[config.mk]
export PLATFORM = sky130hd
export DESIGN_NAME = assembler_lexer
export DESIGN_NICKNAME = d
export VERILOG_FILES = /design/src/hw/rtl/asmlex_pkg.sv /design/src/hw/rtl/asmlex_core.sv /design/src/hw/rtl/asmlex_outq.sv /design/src/hw/rtl/assembler_lexer.sv
export SDC_FILE = /design/constraint.sdc
export NUM_CORES = 2
export LEC_CHECK = 0
export ABC_AREA = 0
export BUFFER_PORTS_ARGS = -buffer_cell sky130_fd_sc_hd__buf_2
export CAP_MARGIN = 20
export CORE_MARGIN = 2
export CORE_UTILIZATION = 30
export CTS_CLUSTER_DIAMETER = 120
export DETAILED_ROUTE_END_ITERATION = 7
export PLACE_DENSITY = 0.5
export SYNTH_ARGS = -nofsm -noshare
export SYNTH_HDL_FRONTEND = slang
export SYNTH_SLANG_ARGS = --single-unit
[constraint.sdc]
create_clock -name clk -period 9.3 [get_ports clk]
set_input_delay 0.465 -clock clk [delete_from_list [all_inputs] [get_ports clk]]
set_output_delay 0.465 -clock clk [all_outputs]
set_load 0.01 [all_outputs]
[src/hw/rtl/asmlex_pkg.sv]
// Shared types, constants and character-class helpers for the assembly lexer.
// Used by asmlex_core, asmlex_outq and assembler_lexer; depends on nothing.
package asmlex_pkg;

  localparam int unsigned OUTQ_DEPTH = 8;
  localparam int unsigned NUM_REGS   = 6;

  // Register names, first character in the lowest byte.
  localparam logic [23:0] REG_NAMES [NUM_REGS] = '{
    24'h786165, 24'h786265, 24'h786365, 24'h786465, 24'h697365, 24'h696465
  };

  typedef enum logic [3:0] {
    KIND_IDENT, KIND_NUMBER, KIND_REG, KIND_COMMA, KIND_LBRACKET, KIND_RBRACKET,
    KIND_LBRACE, KIND_RBRACE, KIND_PLUS, KIND_MINUS, KIND_STAR, KIND_DOLLAR,
    KIND_COLON, KIND_NEWLINE, KIND_EOF, KIND_ERROR
  } kind_t;

  typedef enum logic [2:0] {
    CAUSE_NONE, CAUSE_UNKNOWN, CAUSE_QUOTE, CAUSE_PREFIX, CAUSE_OVERFLOW
  } cause_t;

  typedef enum logic [1:0] {MODE_IDLE, MODE_WORD, MODE_COMMENT} mode_t;

  typedef enum logic [1:0] {BASE_DEC, BASE_HEX, BASE_OCT, BASE_BIN} base_t;

  typedef struct packed {
    kind_t       kind;
    logic [2:0]  reg_index;
    logic [63:0] value;
    logic [7:0]  word_length;
    logic [63:0] word_prefix;
    cause_t      error_cause;
    logic        last;
  } tok_t;

  // Tokens produced by one transaction, in emission order.
  typedef struct packed {
    logic [1:0] count;
    tok_t       first;
    tok_t       second;
  } push_t;

  function automatic logic is_digit(logic [7:0] c);
    return c inside {["0":"9"]};
  endfunction

  function automatic logic is_word_byte(logic [7:0] c);
    return c inside {["0":"9"], ["a":"z"], ["A":"Z"], "_", "."};
  endfunction

  function automatic logic [7:0] digit_value(logic [7:0] c);
    logic [7:0] d;
    if (c inside {["0":"9"]}) d = c - 8'h30;
    else if (c inside {["a":"z"]}) d = c - 8'h57;
    else if (c inside {["A":"Z"]}) d = c - 8'h37;
    else d = 8'hFF;
    return d;
  endfunction

  function automatic tok_t make_tok(kind_t k, cause_t e);
    tok_t t;
    t = '0;
    t.kind = k;
    t.error_cause = e;
    return t;
  endfunction

endpackage

[src/hw/rtl/asmlex_core.sv]
// Lexer state and per-byte token logic: one registered byte in, zero to two tokens out.
// Depends on asmlex_pkg.
module asmlex_core (
  input  logic              clk,
  input  logic              rst_n,
  input  logic              item_valid,
  input  logic [7:0]        item_ch,
  input  logic              item_eot,
  output asmlex_pkg::push_t push
);

  asmlex_pkg::mode_t  mode_r,  mode_nxt;
  logic [7:0]         len_r,   len_nxt;
  logic [63:0]        bytes_r, bytes_nxt;
  logic [63:0]        acc_r,   acc_nxt;
  asmlex_pkg::base_t  base_r,  base_nxt;
  logic               stop_r,  stop_nxt;
  asmlex_pkg::cause_t fault_r, fault_nxt;

  logic [7:0]         add_len;
  logic [63:0]        add_bytes;
  logic [63:0]        add_acc;
  asmlex_pkg::base_t  add_base;
  logic               add_stop;
  asmlex_pkg::cause_t add_fault;

  asmlex_pkg::tok_t   word_tok;

  always_comb begin
    logic [7:0]  p;
    logic [7:0]  d;
    logic [7:0]  radix;
    logic [67:0] prod;
    logic        in_word;
    in_word   = (mode_r == asmlex_pkg::MODE_WORD);
    p         = in_word ? len_r : '0;
    add_bytes = in_word ? bytes_r : '0;
    add_acc   = in_word ? acc_r : '0;
    add_base  = in_word ? base_r : asmlex_pkg::BASE_DEC;
    add_stop  = in_word ? stop_r : 1'b0;
    add_fault = in_word ? fault_r : asmlex_pkg::CAUSE_NONE;
    if (p < 8'd8) add_bytes[{p[2:0], 3'b000} +: 8] = item_ch;
    add_len = (p == 8'hFF) ? p : p + 8'd1;
    d = asmlex_pkg::digit_value(item_ch);
    case (add_base)
      asmlex_pkg::BASE_HEX: radix = 8'd16;
      asmlex_pkg::BASE_OCT: radix = 8'd8;
      asmlex_pkg::BASE_BIN: radix = 8'd2;
      default:              radix = 8'd10;
    endcase
    case (add_base)
      asmlex_pkg::BASE_HEX: prod = {add_acc, 4'b0};
      asmlex_pkg::BASE_OCT: prod = {1'b0, add_acc, 3'b0};
      asmlex_pkg::BASE_BIN: prod = {3'b0, add_acc, 1'b0};
      default:              prod = {1'b0, add_acc, 3'b0} + {3'b0, add_acc, 1'b0};
    endcase
    prod = prod + {60'b0, d};
    if (asmlex_pkg::is_digit(add_bytes[7:0])) begin
      if (p == 8'd0) begin
        add_acc   = {56'b0, item_ch - 8'h30};
        add_base  = asmlex_pkg::BASE_DEC;
        add_stop  = 1'b0;
        add_fault = asmlex_pkg::CAUSE_NONE;
      end else if (p == 8'd1 && add_bytes[7:0] == "0") begin
        if (item_ch == "x") begin
          add_base = asmlex_pkg::BASE_HEX;
          add_acc  = '0;
        end else if (item_ch == "b") begin
          add_base = asmlex_pkg::BASE_BIN;
          add_acc  = '0;
        end else if (item_ch inside {["0":"7"]}) begin
          add_base = asmlex_pkg::BASE_OCT;
          add_acc  = {56'b0, item_ch - 8'h30};
        end else begin
          add_fault = asmlex_pkg::CAUSE_PREFIX;
        end
      end else if (add_fault == asmlex_pkg::CAUSE_NONE && !add_stop) begin
        if (d >= radix) begin
          add_stop = 1'b1;
        end else if (prod[67:64] != 4'b0) begin
          add_fault = asmlex_pkg::CAUSE_OVERFLOW;
        end else begin
          add_acc = prod[63:0];
        end
      end
    end
  end

  always_comb begin
    logic reg_hit;
    reg_hit  = 1'b0;
    word_tok = asmlex_pkg::make_tok(asmlex_pkg::KIND_IDENT, asmlex_pkg::CAUSE_NONE);
    word_tok.word_length = len_r;
    word_tok.word_prefix = bytes_r;
    if (asmlex_pkg::is_digit(bytes_r[7:0])) begin
      if (fault_r != asmlex_pkg::CAUSE_NONE) begin
        word_tok = asmlex_pkg::make_tok(asmlex_pkg::KIND_ERROR, fault_r);
      end else begin
        word_tok = asmlex_pkg::make_tok(asmlex_pkg::KIND_NUMBER, asmlex_pkg::CAUSE_NONE);
        word_tok.value = acc_r;
      end
    end
    for (int i = 0; i < asmlex_pkg::NUM_REGS; i++) begin
      if (!reg_hit && len_r == 8'd3 && bytes_r == {40'b0, asmlex_pkg::REG_NAMES[i]}) begin
        reg_hit  = 1'b1;
        word_tok = asmlex_pkg::make_tok(asmlex_pkg::KIND_REG, asmlex_pkg::CAUSE_NONE);
        word_tok.reg_index = 3'(i);
      end
    end
  end

  always_comb begin
    asmlex_pkg::tok_t byte_tok;
    logic             byte_v;
    logic             word_v;
    byte_tok  = asmlex_pkg::make_tok(asmlex_pkg::KIND_EOF, asmlex_pkg::CAUSE_NONE);
    byte_v    = 1'b0;
    word_v    = 1'b0;
    mode_nxt  = mode_r;
    len_nxt   = len_r;
    bytes_nxt = bytes_r;
    acc_nxt   = acc_r;
    base_nxt  = base_r;
    stop_nxt  = stop_r;
    fault_nxt = fault_r;
    if (item_valid) begin
      if (item_eot || mode_r != asmlex_pkg::MODE_COMMENT) begin
        word_v = (mode_r == asmlex_pkg::MODE_WORD);
      end
      if (item_eot) begin
        byte_v    = 1'b1;
        mode_nxt  = asmlex_pkg::MODE_IDLE;
        len_nxt   = '0;
        bytes_nxt = '0;
        acc_nxt   = '0;
        base_nxt  = asmlex_pkg::BASE_DEC;
        stop_nxt  = 1'b0;
        fault_nxt = asmlex_pkg::CAUSE_NONE;
      end else if (mode_r == asmlex_pkg::MODE_COMMENT) begin
        if (item_ch == 8'h0A) begin
          byte_v   = 1'b1;
          byte_tok = asmlex_pkg::make_tok(asmlex_pkg::KIND_NEWLINE, asmlex_pkg::CAUSE_NONE);
          mode_nxt = asmlex_pkg::MODE_IDLE;
        end
      end else if (word_v && asmlex_pkg::is_word_byte(item_ch)) begin
        word_v    = 1'b0;
        len_nxt   = add_len;
        bytes_nxt = add_bytes;
        acc_nxt   = add_acc;
        base_nxt  = add_base;
        stop_nxt  = add_stop;
        fault_nxt = add_fault;
      end else begin
        mode_nxt  = asmlex_pkg::MODE_IDLE;
        len_nxt   = '0;
        bytes_nxt = '0;
        acc_nxt   = '0;
        base_nxt  = asmlex_pkg::BASE_DEC;
        stop_nxt  = 1'b0;
        fault_nxt = asmlex_pkg::CAUSE_NONE;
        byte_v    = 1'b1;
        case (item_ch) inside
          8'h09, 8'h0B, 8'h0C, 8'h0D, 8'h20: byte_v = 1'b0;
          ";": begin
            byte_v   = 1'b0;
            mode_nxt = asmlex_pkg::MODE_COMMENT;
          end
          8'h22, 8'h27:
            byte_tok = asmlex_pkg::make_tok(asmlex_pkg::KIND_ERROR, asmlex_pkg::CAUSE_QUOTE);
          ",": byte_tok = asmlex_pkg::make_tok(asmlex_pkg::KIND_COMMA, asmlex_pkg::CAUSE_NONE);
          "[": byte_tok = asmlex_pkg::make_tok(asmlex_pkg::KIND_LBRACKET, asmlex_pkg::CAUSE_NONE);
          "]": byte_tok = asmlex_pkg::make_tok(asmlex_pkg::KIND_RBRACKET, asmlex_pkg::CAUSE_NONE);
          "{": byte_tok = asmlex_pkg::make_tok(asmlex_pkg::KIND_LBRACE, asmlex_pkg::CAUSE_NONE);
          "}": byte_tok = asmlex_pkg::make_tok(asmlex_pkg::KIND_RBRACE, asmlex_pkg::CAUSE_NONE);
          "+": byte_tok = asmlex_pkg::make_tok(asmlex_pkg::KIND_PLUS, asmlex_pkg::CAUSE_NONE);
          "-": byte_tok = asmlex_pkg::make_tok(asmlex_pkg::KIND_MINUS, asmlex_pkg::CAUSE_NONE);
          "*": byte_tok = asmlex_pkg::make_tok(asmlex_pkg::KIND_STAR, asmlex_pkg::CAUSE_NONE);
          "$": byte_tok = asmlex_pkg::make_tok(asmlex_pkg::KIND_DOLLAR, asmlex_pkg::CAUSE_NONE);
          ":": byte_tok = asmlex_pkg::make_tok(asmlex_pkg::KIND_COLON, asmlex_pkg::CAUSE_NONE);
          8'h0A:
            byte_tok = asmlex_pkg::make_tok(asmlex_pkg::KIND_NEWLINE, asmlex_pkg::CAUSE_NONE);
          default: begin
            if (asmlex_pkg::is_word_byte(item_ch)) begin
              byte_v    = 1'b0;
              mode_nxt  = asmlex_pkg::MODE_WORD;
              len_nxt   = add_len;
              bytes_nxt = add_bytes;
              acc_nxt   = add_acc;
              base_nxt  = add_base;
              stop_nxt  = add_stop;
              fault_nxt = add_fault;
            end else begin
              byte_tok = asmlex_pkg::make_tok(asmlex_pkg::KIND_ERROR,
                                              asmlex_pkg::CAUSE_UNKNOWN);
            end
          end
        endcase
      end
    end
    byte_tok.last = 1'b1;
    push.count  = {1'b0, word_v} + {1'b0, byte_v};
    push.first  = word_v ? word_tok : byte_tok;
    push.second = byte_tok;
    if (word_v && !byte_v) push.first.last = 1'b1;
  end

  always_ff @(posedge clk) begin
    if (!rst_n) begin
      mode_r  <= asmlex_pkg::MODE_IDLE;
      len_r   <= '0;
      bytes_r <= '0;
      acc_r   <= '0;
      base_r  <= asmlex_pkg::BASE_DEC;
      stop_r  <= 1'b0;
      fault_r <= asmlex_pkg::CAUSE_NONE;
    end else begin
      mode_r  <= mode_nxt;
      len_r   <= len_nxt;
      bytes_r <= bytes_nxt;
      acc_r   <= acc_nxt;
      base_r  <= base_nxt;
      stop_r  <= stop_nxt;
      fault_r <= fault_nxt;
    end
  end

endmodule

[src/hw/rtl/asmlex_outq.sv]
// Token output queue: takes up to two tokens per cycle, presents one per cycle while head_ready is high.
// Depends on asmlex_pkg.
module asmlex_outq #(
  parameter int unsigned DEPTH = asmlex_pkg::OUTQ_DEPTH
) (
  input  logic              clk,
  input  logic              rst_n,
  input  asmlex_pkg::push_t push,
  output asmlex_pkg::tok_t  head,
  output logic              head_valid,
  input  logic              head_ready,
  output logic              room
);

  localparam int unsigned AW = $clog2(DEPTH);
  localparam int unsigned CW = $clog2(DEPTH + 1);

  asmlex_pkg::tok_t mem_r [DEPTH];
  logic [AW-1:0]    wr_ptr_r, wr_ptr_nxt;
  logic [AW-1:0]    rd_ptr_r, rd_ptr_nxt;
  logic [CW-1:0]    count_r,  count_nxt;
  logic [AW-1:0]    wr_ptr1;
  logic             pop;

  function automatic logic [AW-1:0] ptr_inc(logic [AW-1:0] p);
    return (p == AW'(DEPTH - 1)) ? '0 : p + 1'b1;
  endfunction

  assign head       = mem_r[rd_ptr_r];
  assign head_valid = (count_r != '0);
  assign pop        = head_valid && head_ready;
  assign room       = (count_r <= CW'(DEPTH - 4));
  assign wr_ptr1    = ptr_inc(wr_ptr_r);

  always_comb begin
    case (push.count)
      2'd0:    wr_ptr_nxt = wr_ptr_r;
      2'd1:    wr_ptr_nxt = wr_ptr1;
      default: wr_ptr_nxt = ptr_inc(wr_ptr1);
    endcase
    rd_ptr_nxt = pop ? ptr_inc(rd_ptr_r) : rd_ptr_r;
    count_nxt  = count_r + CW'(push.count) - CW'(pop);
  end

  always_ff @(posedge clk) begin
    if (push.count != 2'd0) mem_r[wr_ptr_r] <= push.first;
    if (push.count == 2'd2) mem_r[wr_ptr1] <= push.second;
  end

  always_ff @(posedge clk) begin
    if (!rst_n) begin
      wr_ptr_r <= '0;
      rd_ptr_r <= '0;
      count_r  <= '0;
    end else begin
      wr_ptr_r <= wr_ptr_nxt;
      rd_ptr_r <= rd_ptr_nxt;
      count_r  <= count_nxt;
    end
  end

endmodule

[src/hw/rtl/assembler_lexer.sv]
// Top level of the streaming assembly lexer: input register, lexer core, token queue.
// Depends on asmlex_pkg, asmlex_core and asmlex_outq.
//
//   Channel  Ports                                   Transaction
//   in       in_valid/in_ready, in_ch, in_end_of_text   one source byte or end-of-text mark
//   out      out_valid/out_ready, out_kind ... out_last one token
//
// A byte is taken every cycle while the token queue has room for two more tokens
// beyond the tokens of the byte held in the input register; its tokens are formed from
// the input register, written into the queue and then shown at the output.
// Sustained rate is one byte per cycle, bounded by the queue draining one token per cycle.
// Reset (rst_n low, synchronous) empties the queue and returns the lexer to idle.
// A stalled output only fills the queue; the input side stops when it is nearly full.
module assembler_lexer #(
  parameter int unsigned OUTQ_DEPTH = asmlex_pkg::OUTQ_DEPTH
) (
  input  logic        clk,
  input  logic        rst_n,
  input  logic        in_valid,
  output logic        in_ready,
  input  logic [7:0]  in_ch,
  input  logic        in_end_of_text,
  output logic        out_valid,
  input  logic        out_ready,
  output logic [3:0]  out_kind,
  output logic [2:0]  out_reg_index,
  output logic [63:0] out_value,
  output logic [7:0]  out_word_length,
  output logic [63:0] out_word_prefix,
  output logic [2:0]  out_error_cause,
  output logic        out_last
);

  logic              stage_valid_r;
  logic [7:0]        stage_ch_r;
  logic              stage_eot_r;
  logic              room;
  asmlex_pkg::push_t push;
  asmlex_pkg::tok_t  head;

  assign in_ready = room;

  always_ff @(posedge clk) begin
    if (!rst_n) begin
      stage_valid_r <= 1'b0;
    end else begin
      stage_valid_r <= in_valid && in_ready;
    end
  end

  always_ff @(posedge clk) begin
    if (in_valid && in_ready) begin
      stage_ch_r  <= in_ch;
      stage_eot_r <= in_end_of_text;
    end
  end

  asmlex_core u_core (
    .clk        (clk),
    .rst_n      (rst_n),
    .item_valid (stage_valid_r),
    .item_ch    (stage_ch_r),
    .item_eot   (stage_eot_r),
    .push       (push)
  );

  asmlex_outq #(
    .DEPTH (OUTQ_DEPTH)
  ) u_outq (
    .clk        (clk),
    .rst_n      (rst_n),
    .push       (push),
    .head       (head),
    .head_valid (out_valid),
    .head_ready (out_ready),
    .room       (room)
  );

  assign out_kind        = head.kind;
  assign out_reg_index   = head.reg_index;
  assign out_value       = head.value;
  assign out_word_length = head.word_length;
  assign out_word_prefix = head.word_prefix;
  assign out_error_cause = head.error_cause;
  assign out_last        = head.last;

endmodule
==> results.md <==
- The run finished, with violations left.
- The checks that failed: design-rule violations.
- Routability-driven placement finished with a final weighted congestion of 0.931.
- In the synthesized netlist the async set-or-reset flop fraction comes to 0.
- The initial antenna violation count is 9.
- Static timing analysis puts the maximum clock frequency at 0.117 GHz.
- TritonCTS built the clock tree.
- The area growth from synthesis to layout is 12.6%.
- The via count of the first global-routing pass is 56912.
- The initial utilization of the core area, before any placement, comes to 0.301.
- Entering global routing, the biggest net connects 134 pins.
- Summed over all nets, the half-perimeter wirelength after detailed placement is 159 mm.
- The number of buffers added on ports is 161.
- The number of buffers created by CTS is 152.
- Of the available clock period, the critical path in the final layout requires 0.919.
- The maximum ir drop on the vdd rail is 0.174 mV.
- The clock tree buffer depth is 3.
- Power spread over the standard cell area amounts to 181 nW/µm².
- STA classifies the critical path endpoint as a flip-flop.
- In the final layout, the share of cells above drive strength 1 is 0.158.
- Setup repair after global routing left no endpoint under its margin.
- The die extent in x is 476 µm.
- After routing, the total negative slack on setup checks comes to 0 ps.
- Summed over all nets, wire length on met2 after detailed routing comes to 123 mm.
- The number of enable flip-flop cells after synthesis is 57.
- The largest fanout on the critical path is 15.
- After clock tree synthesis, the clock-pin slew on the worst setup and hold paths is 60 ps.
- For this design, the slowest cell found on the critical path is nor2_2.
- The largest area contributor in the netlist is dfxtp_1.
- The worst setup path is launched from a flip-flop.
- In the final routing, the length of wire on met1 measures 110 mm.
- The predominant post-synthesis flop cell is dfxtp_1.
- The number of nets handed over by synthesis was 7378.
- For the pin with the worst max-slew slack, the measured transition is 1110 ps.
- The number of max-slew violations in the final report is 0.
- The number of failing hold endpoints at the final stage is 0.
- Measured against the total synthesized area, the mux share comes to 0.128.
- Timing analysis after detailed placement gives a worst setup slack of 747 ps.
- The delay of the slowest cell on the worst path is 790 ps.
- The final worst clock skew is 38.6 ps.
- The number of warnings printed during yosys synthesis is 0.
- After detailed routing, the average wire length per cell comes to 25.8 µm.
- A synthesized cell averages 9.15 µm².
- Of the total synthesized cell area, the portion taken by AND, OR, NAND and NOR gates is 0.166.
- The top routing layer in use is met5.
- The most repeated library cell on the critical path is o21ai_0.
- The hold path depth is 3.
- The clock sink count is 1343.
- The core region is 222000 µm².
- The routed design has 261 mm of wire.
- The final setup violation count is 0.
- The count of TritonRoute iterations in the first routing pass is 8.
- By area, the combinational part of the netlist is dominated by compound AO/OA/AOI/OAI gates.
- The number of nets in the layout is 7105.
- The CTS H-tree depth is 4.
- The average via count per standard cell is 5.88.
- In this run the tightest slew margin relative to its limit is 0.263.
- The number of library cell types mapped by synthesis is 118.
- During I/O placement, the number of pins put on the boundary was 162.
- The row count is 173.
- The first global-routing pass estimated 385 mm of wire.
- The root buffer selected by CTS is clkbuf_16.
- The later pin in the worst-skew pair is clocked with a latency of 820 ps.
- The number of instances in the synthesized netlist is 7305.
- The initial detailed-routing violation count is 6435.
- The share of the synthesized area in the top cell type is 0.385.
- The worst min-delay path category is in2reg.
- The number of routed nets with antenna violations is 0.
- The complex-gate fraction of the synthesized area is 0.217.
- The portion of the post-synthesis area used by sequential elements is 0.411.
- The total die area is 227000 µm².
- The worst register-to-register path has a depth of 25.
- Synthesis inferred 1343 register bits.
- Data on the critical path is required at its endpoint by 10020 ps.
- After synthesis the cells add up to 66800 µm².
- Of the total synthesized cell area, the portion taken by XOR and XNOR cells is 0.0169.
- The die is 476 µm tall.
- After synthesis, the cell types taking the most area are dfxtp_1, mux4_2, a22o_1.
- Across every metal layer, demand over resource in global routing totals 0.223.
- The number of max-cap violations is 0.
- Of the total synthesized cell area, the portion taken by full adders, half adders and majority gates is 0.0121.
- The met3 wire length is 18.5 mm.
- The time the final worst path needs with I/O delays and setup is 8540 ps.
- After layout, the worst setup slack is 755 ps.
- For this run, design rule violations remaining after detail routing come to 13.
- Buffers added to address setup during post-CTS repair amount to 0.
- For this design the static power due to leakage is 25.9 nW.
- The routed layout has 59586 vias.
- The critical path is of the reg2reg type.
- The sum of overflow across all layers after global routing is 0.
- At the worst endpoint, the arrival time is 9260 ps.
## state kept, by name, indices dropped and copies added, names as in the netlist, named ones only
| register | flops |
|---|---|
| u_outq.mem_r | 1176 |
| u_core.stop_r | 1 |
| u_outq.wr_ptr_r | 3 |
| stage_eot_r | 1 |
| u_core.acc_r | 64 |
| u_core.fault_r | 3 |
| stage_valid_r | 1 |
| u_core.base_r | 2 |
| stage_ch_r | 8 |
| u_core.mode_r | 2 |
| u_outq.count_r | 4 |
| u_core.len_r | 8 |
| u_outq.rd_ptr_r | 3 |
| u_core.bytes_r | 64 |
## routing by layer
layer  GRT usage  vias up
li1            -    26651
met1       0.296    29820
met2       0.367     2626
met3      0.0320      487
met4      0.0826        2
met5           0        -
## report_power, final
group          internal (mW)  switching (mW)
Combinational          0.489           0.943
Clock                   3.65            2.59
Sequential              5.83          0.0990
## cell type report
cell class                      count  area (µm²)
Fill cell                       22602      147000
Multi-Input combinational cell   5138       36400
Sequential cell                  1343       27500
Clock buffer                      228        4590
Tap cell                         2975        3720
Timing Repair Buffer              321        2170
Clock inverter                     54         617
Inverter                           76         285
Antenna cell                        1        2.50
## placed cells by master, fill, tap and decap left out, types with 43 or more instances in the layout
master and n:
nand3_1 641, a211oi_1 43, nor2b_1 90, nor3_1 124, buf_2 161, inv_1 76, buf_4 137, and2_1 45
mux2_2 154, xnor2_1 81, o21ai_0 511, ha_1 54, a22o_1 475, clkbuf_16 158, a222oi_1 50, edfxtp_1 57
nand2_1 667, nand4_1 48, o22ai_1 64, a21oi_1 524, xor2_1 46, mux4_2 294, a22oi_1 82, dfxtp_1 1283
o211ai_1 58, nor2_1 450
## timing repair
| item | CTS | global route |
|---|---|---|
| hold buffers | 10 | 0 |
| setup endpoints to repair | 0 | 1 |
| endpoints found under the hold margin | 10 | 0 |
| gates resized for setup | 0 | 0 |
## critical path: cells and delay by family, from the launching register on
kind                       cells  cell delay [ps]
buffers and inverters          1              250
adders and majority gates      2              620
AOI/OAI and AO/OA             13             3490
DFF                            1              700
and+or+nand+nor                9             3380
## stage by stage
| step | instances | utilization | instance area [µm²] | hold slack, ps | total power [mW] |
|---|---|---|---|---|---|
| 4_1_cts | 10133 | 0.339 | 75200 | 7.86 | 13.7 |
| 6_report | 10136 | 0.339 | 75300 | 74.4 | 13.6 |
| 5_1_grt | 10135 | 0.339 | 75300 | 56.7 | 14.1 |
| 3_5_place_dp | 9841 | 0.315 | 69900 | 440 | 7.49 |
| 3_3_place_gp | 9838 | 0.315 | 69900 | 434 | 7.49 |
| 2_1_floorplan | 7305 | - | 66800 | 429 | 7.00 |
## cells by family (layout without fill, tap and decap cells)
family                   count (synthesis)  in the layout
XOR/XNOR                               128            128
buffers and inverters                  825            679
AO/OA/AOI/OAI                         2147           2147
other                                    0              1
flip-flops                            1343           1343
multiplexers                           468            468
AND/OR/NAND/NOR                       2330           2331
adder cells (fa/ha/maj)                 64             64
## path summary, 6_finish.rpt
| path | from | to | slack (ps) |
|---|---|---|---|
| setup / recovery | stage_ch_r[1] | u_core.acc_r[56] | 760 |
| hold / removal | rst_n | u_core.acc_r[2] | 70 |
| setup reg to reg | stage_ch_r[1] | u_core.acc_r[56] | 760 |
| hold reg to reg | u_outq.mem_r[4][134] | u_outq.mem_r[4][134] | 450 |
## Yosys cell counts, drive strengths merged (57+ instances only)
cell       n
clkbuf   626
buf      123
ha        58
nor2b     92
nand3    646
dfxtp   1286
o22ai     65
nor3     139
a21oi    530
a22o     475
mux4     294
inv       76
xnor2     82
edfxtp    57
o211ai    60
mux2     155
nor2     467
o21ai    527
nand2    677
a22oi     83
(Power assumes the default switching activity.)
